`config.mk`:
```
export PLATFORM = sky130hd
export DESIGN_NAME = keypad_scan_repeat_knob_unit
export DESIGN_NICKNAME = d
export VERILOG_FILES = /design/src/rtl/core/kpsr_pkg.sv /design/src/rtl/core/kpsr_front.sv /design/src/rtl/core/kpsr_fifo.sv /design/src/rtl/core/kpsr_back.sv /design/src/rtl/core/keypad_scan_repeat_knob_unit.sv
export VERILOG_INCLUDE_DIRS = /design/src /design/src/rtl/core
export SDC_FILE = /design/constraint.sdc
export NUM_CORES = 1
export LEC_CHECK = 0
export BUFFER_PORTS_ARGS = -buffer_cell sky130_fd_sc_hd__buf_2
export CAP_MARGIN = 20
export CORE_MARGIN = 10
export CORE_UTILIZATION = 60
export DETAILED_ROUTE_END_ITERATION = 6
export GPL_ROUTABILITY_DRIVEN = 0
export PLACE_DENSITY = 0.85
export SYNTH_ARGS = -nofsm -noshare
export SYNTH_HDL_FRONTEND = slang
export SYNTH_SLANG_ARGS = --single-unit
```
`constraint.sdc`:
```
create_clock -name clk -period 8.3 [get_ports clk]
set_clock_uncertainty 0.05 [all_clocks]
set_input_delay 2.49 -clock clk [delete_from_list [all_inputs] [get_ports clk]]
set_output_delay 2.49 -clock clk [all_outputs]
set_load 0.02 [all_outputs]
```
`src/rtl/core/assert_macros.svh`:
```
// Assertion macros shared by the keypad scanner RTL.
`ifndef ASSERT_MACROS_SVH
`define ASSERT_MACROS_SVH

// Clocked check, held off while the asynchronous reset is asserted.
`define KPSR_ASSERT(label, prop) \
	label: assert property (@(posedge clk) disable iff (!arst_n) (prop)) \
		else $error("keypad scanner: assertion failed");

// Clocked check that also holds during reset.
`define KPSR_ASSERT_ALWAYS(label, prop) \
	label: assert property (@(posedge clk) (prop)) \
		else $error("keypad scanner: assertion failed");

`endif

```
`src/rtl/core/kpsr_pkg.sv`:
```
// Types and constants shared by the keypad scanner modules.
`default_nettype none

package kpsr_pkg;

	localparam int unsigned NUM_PINS  = 3;
	localparam int unsigned NUM_KEYS  = 6;
	localparam int unsigned NUM_SLOTS = 9;

	// Event slots in emission order: keys 0..5, then repeat, knob and scan done.
	localparam logic [3:0] SLOT_REPEAT = 4'd6;
	localparam logic [3:0] SLOT_KNOB   = 4'd7;
	localparam logic [3:0] SLOT_DONE   = 4'd8;

	// Configuration register indexes.
	localparam logic REG_REPEAT_DELAY = 1'b0;
	localparam logic REG_REPEAT_SPEED = 1'b1;

	typedef enum logic [2:0] {
		EV_KEY_DOWN   = 3'd0,
		EV_KEY_UP     = 3'd1,
		EV_KEY_REPEAT = 3'd2,
		EV_KNOB       = 3'd3,
		EV_SCAN_DONE  = 3'd4
	} event_kind_t;

	// Everything the back end needs to emit the events of one scan tick.
	typedef struct packed {
		logic [5:0]        chg;      // keys whose state changed
		logic [5:0]        cur;      // new key state
		logic              rpt;      // a repeat is due
		logic [2:0]        rkey;     // key that repeats
		logic              knob_nz;  // knob moved
		logic signed [7:0] delta;    // knob movement in detents
		logic [1:0]        row;      // pin to drive on the next tick
	} tick_rec_t;

endpackage

`default_nettype wire

```
`src/rtl/core/kpsr_front.sv`:
```
// Front end: scan state, repeat timing and knob tracking, one tick per cycle while the queue has room.
`default_nettype none

module kpsr_front (
	input  wire logic                clk,
	input  wire logic                arst_n,
	input  wire logic                cfg_we,
	input  wire logic                cfg_index,
	input  wire logic [7:0]          cfg_data,
	input  wire logic                push,
	input  wire logic [2:0]          pin_levels,
	input  wire logic [31:0]         time_now,
	input  wire logic [9:0]          quad_count,
	output kpsr_pkg::tick_rec_t      rec
);

	logic [7:0]  repeat_delay_q;
	logic [7:0]  repeat_speed_q;
	logic [5:0]  button_bits_q;
	logic [1:0]  drive_row_q;
	logic [2:0]  button_cursor_q;
	logic [2:0]  held_key_q;
	logic        held_valid_q;
	logic [31:0] repeat_due_q;
	logic [7:0]  prev_knob_q;

	logic [5:0]  cur;
	logic [2:0]  cursor;
	logic [1:0]  row_n;
	logic [2:0]  cursor_n;
	logic [5:0]  changed;
	logic [2:0]  hk;
	logic        hv;
	logic        press;
	logic [31:0] diff;
	logic        fire;
	logic [31:0] due_n;
	logic [7:0]  knob;

	always_comb begin
		cur    = button_bits_q;
		cursor = button_cursor_q;
		for (int p = 0; p < kpsr_pkg::NUM_PINS; p++) begin
			if (2'(p) != drive_row_q) begin
				if (cursor < 3'(kpsr_pkg::NUM_KEYS)) begin
					cur[cursor] = ~pin_levels[p];
				end
				cursor = cursor + 3'd1;
			end
		end
		if (drive_row_q >= 2'(kpsr_pkg::NUM_PINS - 1)) begin
			row_n    = 2'd0;
			cursor_n = 3'd0;
		end else begin
			row_n    = drive_row_q + 2'd1;
			cursor_n = cursor;
		end

		changed = cur ^ button_bits_q;
		hk      = held_key_q;
		hv      = held_valid_q;
		press   = 1'b0;
		for (int i = 0; i < kpsr_pkg::NUM_KEYS; i++) begin
			if (changed[i]) begin
				if (cur[i]) begin
					hk    = 3'(i);
					hv    = 1'b1;
					press = 1'b1;
				end else if (hv && hk == 3'(i)) begin
					hv = 1'b0;
				end
			end
		end

		// A press this tick moves the due time to now plus the delay, so the
		// signed difference is just four times the delay.
		diff = repeat_due_q - time_now;
		if (press) begin
			fire = hv && (repeat_delay_q == 8'd0);
		end else begin
			fire = hv && ((diff == 32'd0) || diff[31]);
		end

		if (fire) begin
			due_n = time_now + {22'd0, repeat_speed_q, 2'b00};
		end else if (press) begin
			due_n = time_now + {22'd0, repeat_delay_q, 2'b00};
		end else begin
			due_n = repeat_due_q;
		end

		knob = quad_count[9:2];

		rec.chg     = changed;
		rec.cur     = cur;
		rec.rpt     = fire;
		rec.rkey    = hk;
		rec.delta   = knob - prev_knob_q;
		rec.knob_nz = (knob != prev_knob_q);
		rec.row     = row_n;
	end

	always_ff @(posedge clk or negedge arst_n) begin
		if (!arst_n) begin
			repeat_delay_q  <= 8'd0;
			repeat_speed_q  <= 8'd0;
			button_bits_q   <= 6'd0;
			drive_row_q     <= 2'd0;
			button_cursor_q <= 3'd0;
			held_key_q      <= 3'd0;
			held_valid_q    <= 1'b0;
			repeat_due_q    <= 32'd0;
			prev_knob_q     <= 8'd0;
		end else begin
			if (cfg_we) begin
				if (cfg_index == kpsr_pkg::REG_REPEAT_DELAY) begin
					repeat_delay_q <= cfg_data;
				end
				if (cfg_index == kpsr_pkg::REG_REPEAT_SPEED) begin
					repeat_speed_q <= cfg_data;
				end
			end
			if (push) begin
				button_bits_q   <= cur;
				drive_row_q     <= row_n;
				button_cursor_q <= cursor_n;
				held_key_q      <= hk;
				held_valid_q    <= hv;
				repeat_due_q    <= due_n;
				prev_knob_q     <= knob;
			end
		end
	end

endmodule

`default_nettype wire

```
`src/rtl/core/kpsr_fifo.sv`:
```
// Short queue of tick records between the front and back ends.
`default_nettype none
`include "assert_macros.svh"

module kpsr_fifo #(
	parameter int unsigned DEPTH = 2
) (
	input  wire logic                clk,
	input  wire logic                arst_n,
	input  wire logic                push,
	input  kpsr_pkg::tick_rec_t      wr_rec,
	output logic                     full,
	input  wire logic                pop,
	output logic                     empty,
	output kpsr_pkg::tick_rec_t      rd_rec
);

	localparam int unsigned PW = (DEPTH > 1) ? $clog2(DEPTH) : 1;
	localparam int unsigned CW = $clog2(DEPTH + 1);

	kpsr_pkg::tick_rec_t entry_q [DEPTH];
	logic [PW-1:0] wr_ptr_q;
	logic [PW-1:0] rd_ptr_q;
	logic [CW-1:0] count_q;

	assign full   = (count_q == CW'(DEPTH));
	assign empty  = (count_q == '0);
	assign rd_rec = entry_q[rd_ptr_q];

	always_ff @(posedge clk) begin
		if (push) begin
			entry_q[wr_ptr_q] <= wr_rec;
		end
	end

	always_ff @(posedge clk or negedge arst_n) begin
		if (!arst_n) begin
			wr_ptr_q <= '0;
			rd_ptr_q <= '0;
			count_q  <= '0;
		end else begin
			if (push) begin
				wr_ptr_q <= (wr_ptr_q == PW'(DEPTH - 1)) ? '0 : wr_ptr_q + 1'b1;
			end
			if (pop) begin
				rd_ptr_q <= (rd_ptr_q == PW'(DEPTH - 1)) ? '0 : rd_ptr_q + 1'b1;
			end
			if (push && !pop) begin
				count_q <= count_q + 1'b1;
			end else if (pop && !push) begin
				count_q <= count_q - 1'b1;
			end
		end
	end

	`KPSR_ASSERT(a_no_push_when_full, full |-> !push)
	`KPSR_ASSERT(a_no_pop_when_empty, empty |-> !pop)

endmodule

`default_nettype wire

```
`src/rtl/core/kpsr_back.sv`:
```
// Back end: emits the events of each queued tick, one transfer per cycle while the master side accepts them.
`default_nettype none
`include "assert_macros.svh"

module kpsr_back (
	input  wire logic                clk,
	input  wire logic                arst_n,
	input  wire logic                head_valid,
	input  kpsr_pkg::tick_rec_t      head,
	output logic                     pop,
	output logic                     out_valid,
	input  wire logic                out_ready,
	output kpsr_pkg::event_kind_t    out_kind,
	output logic signed [7:0]        out_value,
	output logic [1:0]               out_pin,
	output logic                     out_last
);

	logic [8:0]             sent_q;
	logic                   out_valid_q;
	kpsr_pkg::event_kind_t  out_kind_q;
	logic signed [7:0]      out_value_q;
	logic [1:0]             out_pin_q;
	logic                   out_last_q;

	logic [8:0]             pending;
	logic [3:0]             sel;
	logic                   load;
	kpsr_pkg::event_kind_t  kind;
	logic signed [7:0]      value;

	always_comb begin
		pending = {1'b1, head.knob_nz, head.rpt, head.chg} & ~sent_q;
		sel     = kpsr_pkg::SLOT_DONE;
		for (int s = kpsr_pkg::NUM_SLOTS - 1; s >= 0; s--) begin
			if (pending[s]) begin
				sel = 4'(s);
			end
		end
		case (sel)
			kpsr_pkg::SLOT_REPEAT: begin
				kind  = kpsr_pkg::EV_KEY_REPEAT;
				value = {5'd0, head.rkey};
			end
			kpsr_pkg::SLOT_KNOB: begin
				kind  = kpsr_pkg::EV_KNOB;
				value = head.delta;
			end
			kpsr_pkg::SLOT_DONE: begin
				kind  = kpsr_pkg::EV_SCAN_DONE;
				value = 8'sd0;
			end
			default: begin
				kind  = head.cur[sel[2:0]] ? kpsr_pkg::EV_KEY_DOWN : kpsr_pkg::EV_KEY_UP;
				value = {5'd0, sel[2:0]};
			end
		endcase
		load = head_valid && (!out_valid_q || out_ready);
		pop  = load && (sel == kpsr_pkg::SLOT_DONE);
	end

	always_ff @(posedge clk) begin
		if (load) begin
			out_kind_q  <= kind;
			out_value_q <= value;
			out_pin_q   <= head.row;
			out_last_q  <= (sel == kpsr_pkg::SLOT_DONE);
		end
	end

	always_ff @(posedge clk or negedge arst_n) begin
		if (!arst_n) begin
			sent_q      <= 9'd0;
			out_valid_q <= 1'b0;
		end else begin
			if (load) begin
				out_valid_q <= 1'b1;
			end else if (out_ready) begin
				out_valid_q <= 1'b0;
			end
			if (pop) begin
				sent_q <= 9'd0;
			end else if (load) begin
				sent_q <= sent_q | (9'd1 << sel);
			end
		end
	end

	assign out_valid = out_valid_q;
	assign out_kind  = out_kind_q;
	assign out_value = out_value_q;
	assign out_pin   = out_pin_q;
	assign out_last  = out_last_q;

	`KPSR_ASSERT(a_last_marks_done, out_valid_q |-> (out_last_q == (out_kind_q == kpsr_pkg::EV_SCAN_DONE)))
	`KPSR_ASSERT(a_done_never_pending_sent, !sent_q[8])
	`KPSR_ASSERT(a_sent_clear_after_pop, pop |=> (sent_q == 9'd0))

endmodule

`default_nettype wire

```
`src/rtl/core/keypad_scan_repeat_knob_unit.sv`:
```
// Top level of the keypad matrix scanner with auto-repeat and rotary knob.
`default_nettype none

// Each transfer on the slave side is one scan tick: the levels of the three scan pins, the
// current time and the quadrature counter. The block answers with one to nine event
// transfers on the master side, in this order: key-down and key-up events for keys 0 to 5,
// at most one auto-repeat, at most one knob event and always a closing scan-done event,
// which is marked by tlast. Every event of a tick carries the pin to drive for the next tick.
// The front end takes a new tick in every cycle in which its queue has room and settles the
// scan state at once; the back end then emits one event transfer per cycle while the master
// side accepts them, one transfer per event of the tick, and the event serialiser in the back end
// sets the sustained rate. The queue between the two holds QUEUE_DEPTH ticks and an output
// register parts the back end from the master side. The repeat delay and speed registers
// are written through the plain write port and should only change while no tick is in flight.

module keypad_scan_repeat_knob_unit #(
	parameter int unsigned QUEUE_DEPTH = 2
) (
	input  wire logic        clk,
	input  wire logic        arst_n,
	// Configuration write port.
	input  wire logic        cfg_we,
	input  wire logic        cfg_index,
	input  wire logic [7:0]  cfg_data,
	// Scan ticks in.
	input  wire logic        s_tvalid,
	output logic             s_tready,
	input  wire logic [47:0] s_tdata,   // pin_levels[2:0], time_now[34:3], quad_count[44:35]
	// Events out.
	output logic             m_tvalid,
	input  wire logic        m_tready,
	output logic [15:0]      m_tdata,   // event_kind[2:0], event_value[10:3], next_drive_pin[12:11]
	output logic             m_tlast    // last_event
);

	kpsr_pkg::tick_rec_t   wr_rec;
	kpsr_pkg::tick_rec_t   rd_rec;
	kpsr_pkg::event_kind_t out_kind;
	logic signed [7:0]     out_value;
	logic [1:0]            out_pin;
	logic                  full;
	logic                  empty;
	logic                  push;
	logic                  pop;

	assign s_tready = !full;
	assign push     = s_tvalid && !full;

	kpsr_front u_front (
		.clk        (clk),
		.arst_n     (arst_n),
		.cfg_we     (cfg_we),
		.cfg_index  (cfg_index),
		.cfg_data   (cfg_data),
		.push       (push),
		.pin_levels (s_tdata[2:0]),
		.time_now   (s_tdata[34:3]),
		.quad_count (s_tdata[44:35]),
		.rec        (wr_rec)
	);

	kpsr_fifo #(
		.DEPTH (QUEUE_DEPTH)
	) u_fifo (
		.clk    (clk),
		.arst_n (arst_n),
		.push   (push),
		.wr_rec (wr_rec),
		.full   (full),
		.pop    (pop),
		.empty  (empty),
		.rd_rec (rd_rec)
	);

	kpsr_back u_back (
		.clk        (clk),
		.arst_n     (arst_n),
		.head_valid (!empty),
		.head       (rd_rec),
		.pop        (pop),
		.out_valid  (m_tvalid),
		.out_ready  (m_tready),
		.out_kind   (out_kind),
		.out_value  (out_value),
		.out_pin    (out_pin),
		.out_last   (m_tlast)
	);

	assign m_tdata = {3'b000, out_pin, out_value, out_kind};

endmodule

`default_nettype wire

```
; Yosys cells after proc, flatten, opt, wreduce, memory -nomap -nowiden
; Memories as Yosys holds them, arrays and structs flattened.
; Index checks and enable logic that the tools add are counted.
[classes]
n_mux = 88
reduce_logical = 35
order_cmp = 11
bitwise_logic = 8
n_addsub = 12
shifts = 1
n_eq_ne = 12
[op_table]
columns = operator, count
row1 = adder 32 x 10 -> 32 bit, 2
row2 = two-way mux 32 bit, 2
row3 = two-way mux 3 bit, 16
row4 = two-way mux 1 bit, 42
row5 = two-way mux 6 bit, 6
row6 = logical NOT 32 bit, 1
row7 = two-way mux 4 bit, 8
row8 = subtractor 32 bit, 1
row9 = case mux 8 bit (3 select lines), 1
row10 = bitwise mux 6 bit, 3
row11 = two-way mux 9 bit, 2
row12 = logical AND 1 bit, 16
row13 = "less-than comparator 3 x 4 -> 1 bit, second input constant", 4
row14 = nonzero test 2 bit, 5
row15 = "adder 3 x 1 -> 3 bit, second input constant", 3
row16 = demux 1 bit (select 3 bit), 3
row17 = ">= comparator 3 x 1 -> 1 bit, second input constant", 3
row18 = "less-than comparator 3 bit, second input constant", 3
row19 = bitwise OR 9 bit, 1
row20 = case mux 3 bit (3 select lines), 1
row21 = "left shift 1 x 4 -> 9 bit, first input constant", 1
row22 = bitwise AND 8 bit, 1
row23 = "equality test 4 x 3 -> 1 bit, second input constant", 2
row24 = logical NOT 8 bit, 1
row25 = other kinds (23), 39
[totals]
elab_cells = 186
memories = 1
output_inout_bits = 19
input_bits = 62
reg_bits = 99
mem_bits_rw = 54
[memory_table]
columns = name, depth, word_bits, read_ports, rd_ports_with_merged_regs, write_ports, line
row1 = u_fifo.entry_q, 2, 27, 1, 0, 1, kpsr_fifo.sv:21  ; kpsr_pkg::tick_rec_t entry_q [DEPTH];

; Depth between registers and ports, before layout
; Gate-level depths: netlist of the first run.
[logic_depth]
ltp_word = 40
mapped_depth = 29

; Hierarchy
; Synthesis of the first run repeated with hierarchy kept, for this count alone.
[hier_totals]
hier_cells = 1177
hier_area_um2 = 11290.8
[modules_own_cells]
columns = mod, seq_area_each_um2, cells_each, instances, area_per_inst_um2
row1 = kpsr_front, 1776.7, 963, 1, 7783.7
row2 = kpsr_fifo, 1721.7, 100, 1, 2234.6
row3 = kpsr_back, 645.6, 107, 1, 1232.4
row4 = keypad_scan_repeat_knob_unit, 0.0, 7, 1, 40.0

; Worst setup path before layout of the first run
; Ideal clock, no wire load.
[synth_timing]
kind = input to register
start = in s_tdata[3]
end = reg u_front.repeat_due_q[24]
t_required_ns = 8.125
cell_stages = 24
arrival_time_ns = 7.829
setup_slack_ns = 0.296
cell_sequence = ha_1 fa_1 nand2_1 a221o_1 a2111oi_2 o2111ai_1 or4_1 a2111oi_0 nand4_1 nor3_1 nand4_1 a32o_1 ha_1 fa_1 a21o_1 a21oi_1 o21bai_1 a21oi_1 o21bai_1 a21oi_1 nor3_1 nand4_1 xnor2_1 mux2_4
[synth_via]
elab_chain_cells = 7
elab_cells_between_ends = 11
[synth_rtl]
columns = item, line
row1 = start: declaration, keypad_scan_repeat_knob_unit.sv:28  ; input wire logic [47:0] s_tdata,
row2 = subtractor 32 bit, kpsr_front.sv:77  ; diff = repeat_due_q - time_now;
row3 = logical NOT 32 bit, kpsr_front.sv:81  ; fire = hv && ((diff == 32'd0) || diff[31]);
row4 = logical OR 1 bit, kpsr_front.sv:81
row5 = logical AND 1 bit, kpsr_front.sv:81
row6 = two-way mux 1 bit, kpsr_front.sv:78  ; if (press) begin
row7 = nonzero test 2 bit (no source line), -
row8 = AND reduction 2 bit (no source line), -
row9 = end signal: assignment, kpsr_front.sv:129  ; repeat_due_q <= due_n;
row10 = end: declaration, kpsr_front.sv:24  ; logic [31:0] repeat_due_q;
; Several ways; a longest one is shown, not always the timed one. The select of a mux whose other input is x is not followed.
; A chain may end at the register's enable or synchronous reset.

; Final worst setup path of the first run
; Same ends and word-level chain as after synthesis.

==> metrics.yaml, run 1 <==
cts:
  htree_levels: 4
  cts.sinks: 151
  clk_latency_ns: 0.43
  ctsHoldBuffers: 0
  root_buffer: "clkbuf_16"
  path_clk_slew_ns: 0.07
  numCtsBuffers: 17
  tritoncts: "done"
  clockBufferDepth: 2
layout:
  n_antenna_cell: 0
  drive_above_1_share: 0.221
  fin_nets: 1270
  multiInputGateArea_mm2: 0.00564
  synthToLayoutAreaGrowth_pct: 15.7
  stdcell_count: 1388
  fillers: 1235
  regArea_mm2: 0.00411
global_route:
  track_usage: 0.223
  grt_first_pass_wirelength_um: 41100
  grt-ovfl-total: 0
  grt_max_degree: 85
  grt_pass1_vias: 8462
  antenna_found_initial: 0
floorplan:
  io_pins: 81
  die_area_mm2: 0.0226
  core-area_mm2: 0.0166
  die_h_um: 150
  die_w_um: 150
  num_rows: 47
  start_util: 0.613
power:
  ir_worst_vdd_mv: 0.277
  p_leak_nw: 5.17
  power.density_mw_per_mm2: 459
  power_mw: 5.41
synthesis:
  ys_seq_area_frac: 0.403
  synth_edf_count: 67
  synth_warnings: 0
  ys_top_cells_by_count: "nand2_1, dfrtp_1, inv_1"
  synth_area_mm2: 0.0102
  syn_inst: 1040
  synth.distinct_cells: 76
  netlist.area_leader.share: 0.206
  ys_ff_latch: 151
  synth_top_area_cell: "dfrtp_1"
  syn_area_per_cell_um2: 9.81
  synthArstFlopShare: 0.556
  ys_top_cells_by_area: "dfrtp_1, edfxtp_1, ha_1"
  ys.flop_type: "dfrtp_1"
  synth_most_common_cell: "nand2_1"
sta:
  worst_slew_pin_slew_ns: 0.784
  layout_min_cycle_time_ns: 8.01
  maxSlewHeadroom: 0.476
  timing.fmax_mhz: 125
  setup_viol: 0
  slew_violations: 0
  finalHoldViolations: 0
  finalCritPeriodShare: 0.965
detailed_routing:
  avgViaCountPerCell: 6.20
  vias: 8608
  first_pass_iters: 6
  routed_wl_um: 25000
  wl_per_cell_um: 18.0
  drcViolationCount: 0
  drtIter0Drc: 844
  drtAntennaViolNets: 0
status:
  status: "finished clean"
setup_path:
  cp.arrival_ns: 8.28
  reg2regPathDepth: 27
  r2r_slack_ns: 1.50
  cp-startpoint: "s_tdata[3]"
  rr_startpoint: "u_front.button_cursor_q[0]"
  worstSetupEndpoint: "u_front.repeat_due_q[24]"
  rr_endpoint: "u_front.repeat_due_q[24]"
  required_ns: 8.57
  crit_path_max_fanout: 6
  end_kind: "flip-flop"
  crit_type: "primary input to flip-flop"
  critPathLaunchType: "primary input"
place:
  placedCellCount: 1354
  portBuffers: 72
  dp_hpwl_um: 18300
run:
  timing.max_cap.violations: 0
hold_path:
  hold_class: "flip-flop to flip-flop"
## cells by family (layout without fill, tap and decap cells)
kind of cell | after synthesis | after routing | synth area share
multiplexers | 88 | 88 | 0.105
AND/OR/NAND/NOR | 321 | 321 | 0.158
adder cells (fa/ha/maj) | 53 | 53 | 0.0672
other | 1 | 3 | 0.000368
XOR/XNOR | 58 | 58 | 0.0498
AO/OA/AOI/OAI | 248 | 248 | 0.167
flip-flops | 151 | 151 | 0.403
buffers and inverters | 120 | 246 | 0.0490
## placed cells by master, fill, tap and decap left out, types with 6 or more instances in the layout
cell type / n
nand2_1: 88
dfrtp_1: 84
buf_2: 71
inv_1: 70
buf_4: 69
edfxtp_1: 67
nor2_1: 66
a21oi_1: 57
ha_1: 50
o21ai_0: 47
xnor2_1: 46
mux2i_1: 30
mux2_4: 29
mux2_2: 28
nor3_1: 24
nand3_1: 22
and3_1: 19
clkbuf_16: 19
a21o_1: 16
nand4_1: 15
nor4_1: 15
nor2b_1: 14
nand2b_1: 13
o21bai_1: 12
o21a_1: 12
xor2_1: 12
a32o_1: 9
a211oi_1: 9
o22ai_1: 8
or3_1: 8
a31oi_1: 7
o211ai_1: 7
o2bb2ai_1: 6
a211o_1: 6
## worst min path at each step
| stage | endpoint | startpoint | slack [ns] | cells after the start |
|---|---|---|---|---|
| 3_5_place_dp | u_back.out_valid | u_back.out_valid | 0.44 | 2 |
| 5_1_grt | u_front.repeat_speed_q[3] | u_front.repeat_speed_q[3] | 0.48 | 1 |
| 6_report | u_back.out_valid | u_back.out_valid | 0.45 | 2 |
| 4_1_cts | u_back.out_valid | u_back.out_valid | 0.45 | 2 |
| 2_1_floorplan | u_front.prev_knob_q[0] | u_front.prev_knob_q[0] | 0.40 | 2 |
| 3_3_place_gp | u_front.prev_knob_q[0] | u_front.prev_knob_q[0] | 0.42 | 2 |
## repair_timing
action | CTS | global route
pin swaps | 0 | 1
endpoints found under the setup margin | 4 | 18
setup buffers | 0 | 1
gates resized for setup | 1 | 7
## critical path: stages
cell and delay [ns]:
buf_2 0.13, ha_1 0.23, fa_1 0.49, nand2_1 0.06, a221o_1 0.27, a2111oi_2 0.26, o2111ai_1 0.18, or4_1 0.61
a2111oi_4 0.36, nand4_1 0.23, nor3_2 0.23, nand4_1 0.18, a32o_1 0.31, ha_1 0.21, fa_1 0.40, a21o_1 0.17
a21oi_1 0.19, o21bai_1 0.10, a21oi_2 0.20, o21bai_1 0.10, a21oi_2 0.18, nor3_1 0.08, buf_4 0.16, nand4_1 0.11
xnor2_1 0.07, mux2_4 0.26
## flip-flops by register name, indices dropped and copies added (netlist names)
| name | count |
|---|---|
| u_fifo.entry_q | 54 |
| u_front.repeat_due_q | 32 |
| u_back.out_value | 8 |
| u_back.sent_q | 8 |
| u_front.prev_knob_q | 8 |
| u_front.repeat_delay_q | 8 |
| u_front.repeat_speed_q | 8 |
| u_front.button_bits_q | 6 |
| u_back.out_kind | 3 |
| u_front.button_cursor_q | 3 |
| u_front.held_key_q | 3 |
| u_back.out_pin | 2 |
| u_fifo.count_q | 2 |
| u_front.drive_row_q | 2 |
| u_back.out_valid | 1 |
| u_fifo.rd_ptr_q | 1 |
| u_fifo.wr_ptr_q | 1 |
| u_front.held_valid_q | 1 |
## power by group
group / internal (mW) / total [mW] / switching [mW]
clock: 0.428 / 0.766 / 0.339
sequential: 1.22 / 1.43 / 0.209
combinational: 1.45 / 3.21 / 1.77
total: 3.09 / 5.41 / 2.32
## final cells by class
type                       count  area share
multi-input combinational    771       0.478
sequential                   151       0.349
timing repair buffer         141      0.0764
clock buffer                  20      0.0406
tap                          220      0.0233
inverter                      73      0.0232
clock inverter                12     0.00923
## through the flow
stage	instance area, um2	util	setup TNS, ns	hold WS [ns]	setup WS [ns]
2_1_floorplan	10200	-	0	0.404	0.296
3_3_place_gp	11100	0.669	-4.50	0.421	-0.339
3_5_place_dp	11100	0.669	-7.04	0.438	-0.491
4_1_cts	11700	0.704	0	0.452	0.0278
5_1_grt	11800	0.709	-0.0210	0.479	-0.0114
6_report	11800	0.709	0	0.446	0.289
## metal layers
layer | vias to the layer above | track usage | routed length (um)
met3 | 61 | 0.0426 | 1570
li1 | 4043 | - | -
met1 | 4169 | 0.279 | 10500
met4 | 0 | 0.0763 | 555
met5 | - | 0 | 0
met2 | 335 | 0.379 | 12300
Power figures use the tool's default switching activity.
==> run 2: changes to the inputs <==
--- a/config.mk
+++ b/config.mk
@@ -12,7 +12,8 @@
 export CORE_UTILIZATION = 60
 export DETAILED_ROUTE_END_ITERATION = 6
 export GPL_ROUTABILITY_DRIVEN = 0
-export PLACE_DENSITY = 0.85
+export PLACE_DENSITY = 0.84
 export SYNTH_ARGS = -nofsm -noshare
 export SYNTH_HDL_FRONTEND = slang
+export SYNTH_HIERARCHICAL = 1
 export SYNTH_SLANG_ARGS = --single-unit
==> metrics.yaml, run 2 <==
synthesis:
  netlist.area_leader.share: 0.186  # -0.0200
  synth_most_common_cell: "inv_1"
  syn_inst: 1177  # +13%
  synth_warnings: 6  # +6
  ys_top_cells_by_count: "inv_1, dfrtp_1, nor2_1"
  synth_edf_count: 68  # +1.5%
  ys_ff_latch: 152  # +0.66%
  syn_area_per_cell_um2: 9.59  # -2.2%
  ys.flop_type: "dfrtp_1"
  synthArstFlopShare: 0.553  # -0.00366
  ys_top_cells_by_area: "dfrtp_1, edfxtp_1, ha_1"
  synth_area_mm2: 0.0113  # +11%
  synth.distinct_cells: 107  # +41%
  synth_top_area_cell: "dfrtp_1"
  ys_seq_area_frac: 0.367  # -0.0364
sta:
  whs_ns: 0.452  # +0.00618 ns
  finalHoldViolations: 0  # unchanged
  finalCritPeriodShare: 0.965  # about the same
  setup_viol: 0  # unchanged
  worst_slew_pin_slew_ns: 0.985  # +0.201 ns
  layout_min_cycle_time_ns: 8.01  # -0.00515 ns
  final.setup.tns_ns: 0  # unchanged
  finalWorstSetupSlack_ns: 0.294  # +0.00515 ns
  timing.fmax_mhz: 125  # about the same
  slew_violations: 0  # unchanged
  maxSlewHeadroom: 0.343  # -0.133
detailed_routing:
  vias: 9606  # +12%
  first_pass_iters: 6  # unchanged
  drtIter0Drc: 840  # -0.47%
  drtAntennaViolNets: 0  # unchanged
  wl_per_cell_um: 17.7  # -1.4%
  avgViaCountPerCell: 6.21  # +0.19%
  drcViolationCount: 0  # unchanged
  routed_wl_um: 27400  # +9.9%
place:
  portBuffers: 72  # unchanged
  dp_hpwl_um: 20100  # +9.8%
  dp_slack_ns: -0.187  # +0.304 ns
power:
  power.density_mw_per_mm2: 441  # -3.8%
  p_sw_frac: 0.447  # +0.0188
  ir_worst_vdd_mv: 0.251  # -9.5%
  p_seq_frac: 0.253  # -0.011
  p_leak_nw: 5.52  # +6.8%
  intPower_mw: 3.15  # +1.9%
  comb_power_share: 0.620  # +0.026
  switchingPower_mw: 2.55  # +9.9%
  p_clk_frac: 0.127  # -0.015
  power_mw: 5.70  # +5.3%
global_route:
  grt-ovfl-total: 0  # unchanged
  grt_pass1_vias: 9437  # +12%
  track_usage: 0.225  # +0.00175
  grt_first_pass_wirelength_um: 45700  # +11%
  antenna_found_initial: 0  # unchanged
  grt_max_degree: 71  # -16%
setup_path:
  critPathMaxStageDelay_ns: 0.41  # -0.20 ns
  crit_type: "primary input to flip-flop"
  path_delay_family: "compound AO/OA/AOI/OAI gates"
  crit_path_max_fanout: 4  # -2
  critPathLaunchType: "primary input"
  end_kind: "flip-flop"
  crit_buf_inv: 3  # +1
  cp.arrival_ns: 8.31  # +0.03 ns
  critPathMostFrequentCell: "a21o_1"
  required_ns: 8.60  # +0.03 ns
  crit_path_top_delay_cell: "a2111o_1"
cts:
  cts.sinks: 152  # +0.66%
  tritoncts: "done"
  htree_levels: 4  # unchanged
  path_clk_slew_ns: 0.06  # about the same
  clk_latency_ns: 0.44  # about the same
  root_buffer: "clkbuf_16"
  numCtsBuffers: 17  # unchanged
  ctsHoldBuffers: 0  # unchanged
  clockBufferDepth: 2  # unchanged
layout:
  final_common_cell: "inv_1"
  n_antenna_cell: 0  # unchanged
  reg.largest.list: "u_fifo/entry_q: 54 flops, u_front/repeat_due_q: 32 flops"
  synthToLayoutAreaGrowth_pct: 14.4
  fin_nets: 1414  # +11%
  largest_register_ffs: 54  # unchanged
  drive_above_1_share: 0.246  # +0.0253
  largest_register: "u_fifo/entry_q"
  final_cell_mix: "inv_1, dfrtp_1, buf_4, nor2_1, buf_2"
floorplan:
  num_rows: 50  # +6.4%
  core-area_mm2: 0.0186  # +12%
  die_area_mm2: 0.0247  # +9.3%
  start_util: 0.608  # -0.00506
  die_w_um: 157  # +4.5%
  die_h_um: 157  # +4.5%
  io_pins: 81  # unchanged
hold_path:
  hold_class: "flip-flop to flip-flop"
run:
  timing.max_cap.violations: 0  # unchanged
status:
  status: "finished clean"
## run 2: changes by cell type after synthesis, sizes merged, moves of 11 or more
cell,delta
nand2b,+11
inv,+27
nor2,+27
o22ai,+25
mux2i,-22
nand4,+11
nand3,+11
nand2,-18
a211oi,+21
and2,+16
## run 2: path summary, 6_finish.rpt
kind / from / end / slack [ns] / cells past startpoint
min reg2reg: u_front/repeat_due_q[0] / u_front/repeat_due_q[0] / 0.45 / 1
min in group asynchronous: arst_n / u_back/sent_q[2] / 1.85 / 1
min: u_front/repeat_due_q[0] / u_front/repeat_due_q[0] / 0.45 / 1
max: s_tdata[5] / u_front/repeat_due_q[27] / 0.29 / 27
max in group asynchronous: arst_n / u_front/held_key_q[1] / 5.09 / 2
max reg2reg: u_front/button_cursor_q[0] / u_front/repeat_due_q[27] / 1.36 / 28
## run 2: layout make-up
class                           count  area [um2]
Clock buffer                       17         425
Clock inverter                     15         123
Fill cell                        1342        5670
Inverter                          100         378
Multi-Input combinational cell    874        6550
Sequential cell                   152        4140
Tap cell                          234         293
Timing Repair Buffer              154         998
## run 2: power by group through the flow
stage | clock [mW] | sequential [mW] | combinational, mW
global placement | 0 | 1.42 | 3.28
CTS | 0.736 | 1.43 | 3.43
global route | 0.768 | 1.48 | 3.86
floorplan | 0 | 1.41 | 2.56
detailed placement | 0 | 1.44 | 3.39
finish | 0.725 | 1.44 | 3.53
## run 2: per-layer routing
layer / GRT usage / vias to the layer above / part of all wire
met2: 0.368 / 371 / 0.48
met1: 0.296 / 4625 / 0.45
met3: 0.0420 / 44 / 0.059
met5: 0 / - / 0
met4: 0.0708 / 0 / 0.016
li1: - / 4566 / -
## run 2: cells by family after synthesis
logic type / count (synthesis) / synth area share
XOR/XNOR: 62 / 0.0488
AND/OR/NAND/NOR: 395 / 0.190
multiplexers: 64 / 0.0693
flip-flops: 152 / 0.367
buffers and inverters: 153 / 0.0622
other: 1 / 0.000332
AO/OA/AOI/OAI: 297 / 0.201
adder cells (fa/ha/maj): 53 / 0.0607
## run 2: repair_timing
| item | in CTS | in global routing |
|---|---|---|
| resized for setup | 0 | 16 |
| buffers inserted | 0 | 2 |
| setup endpoints to repair | 0 | 18 |
## run 2: worst register-to-register path: cells and delay by family (launching register included)
kind / cells / cell delay (ns)
AO/OA/AOI/OAI: 10 / 1.80
AND/OR/NAND/NOR: 8 / 1.64
adder cells (fa/ha/maj): 3 / 1.12
flip-flops: 1 / 0.85
buffers and inverters: 4 / 0.58
XOR/XNOR: 2 / 0.47
multiplexers: 1 / 0.34
## run 2: through the flow
stage | utilization | instances | area (um2)
floorplan | - | 1179 | 11300
global placement | 0.658 | 1511 | 12200
detailed placement | 0.660 | 1512 | 12300
CTS | 0.689 | 1544 | 12800
global route | 0.695 | 1546 | 12900
finish | 0.695 | 1546 | 12900
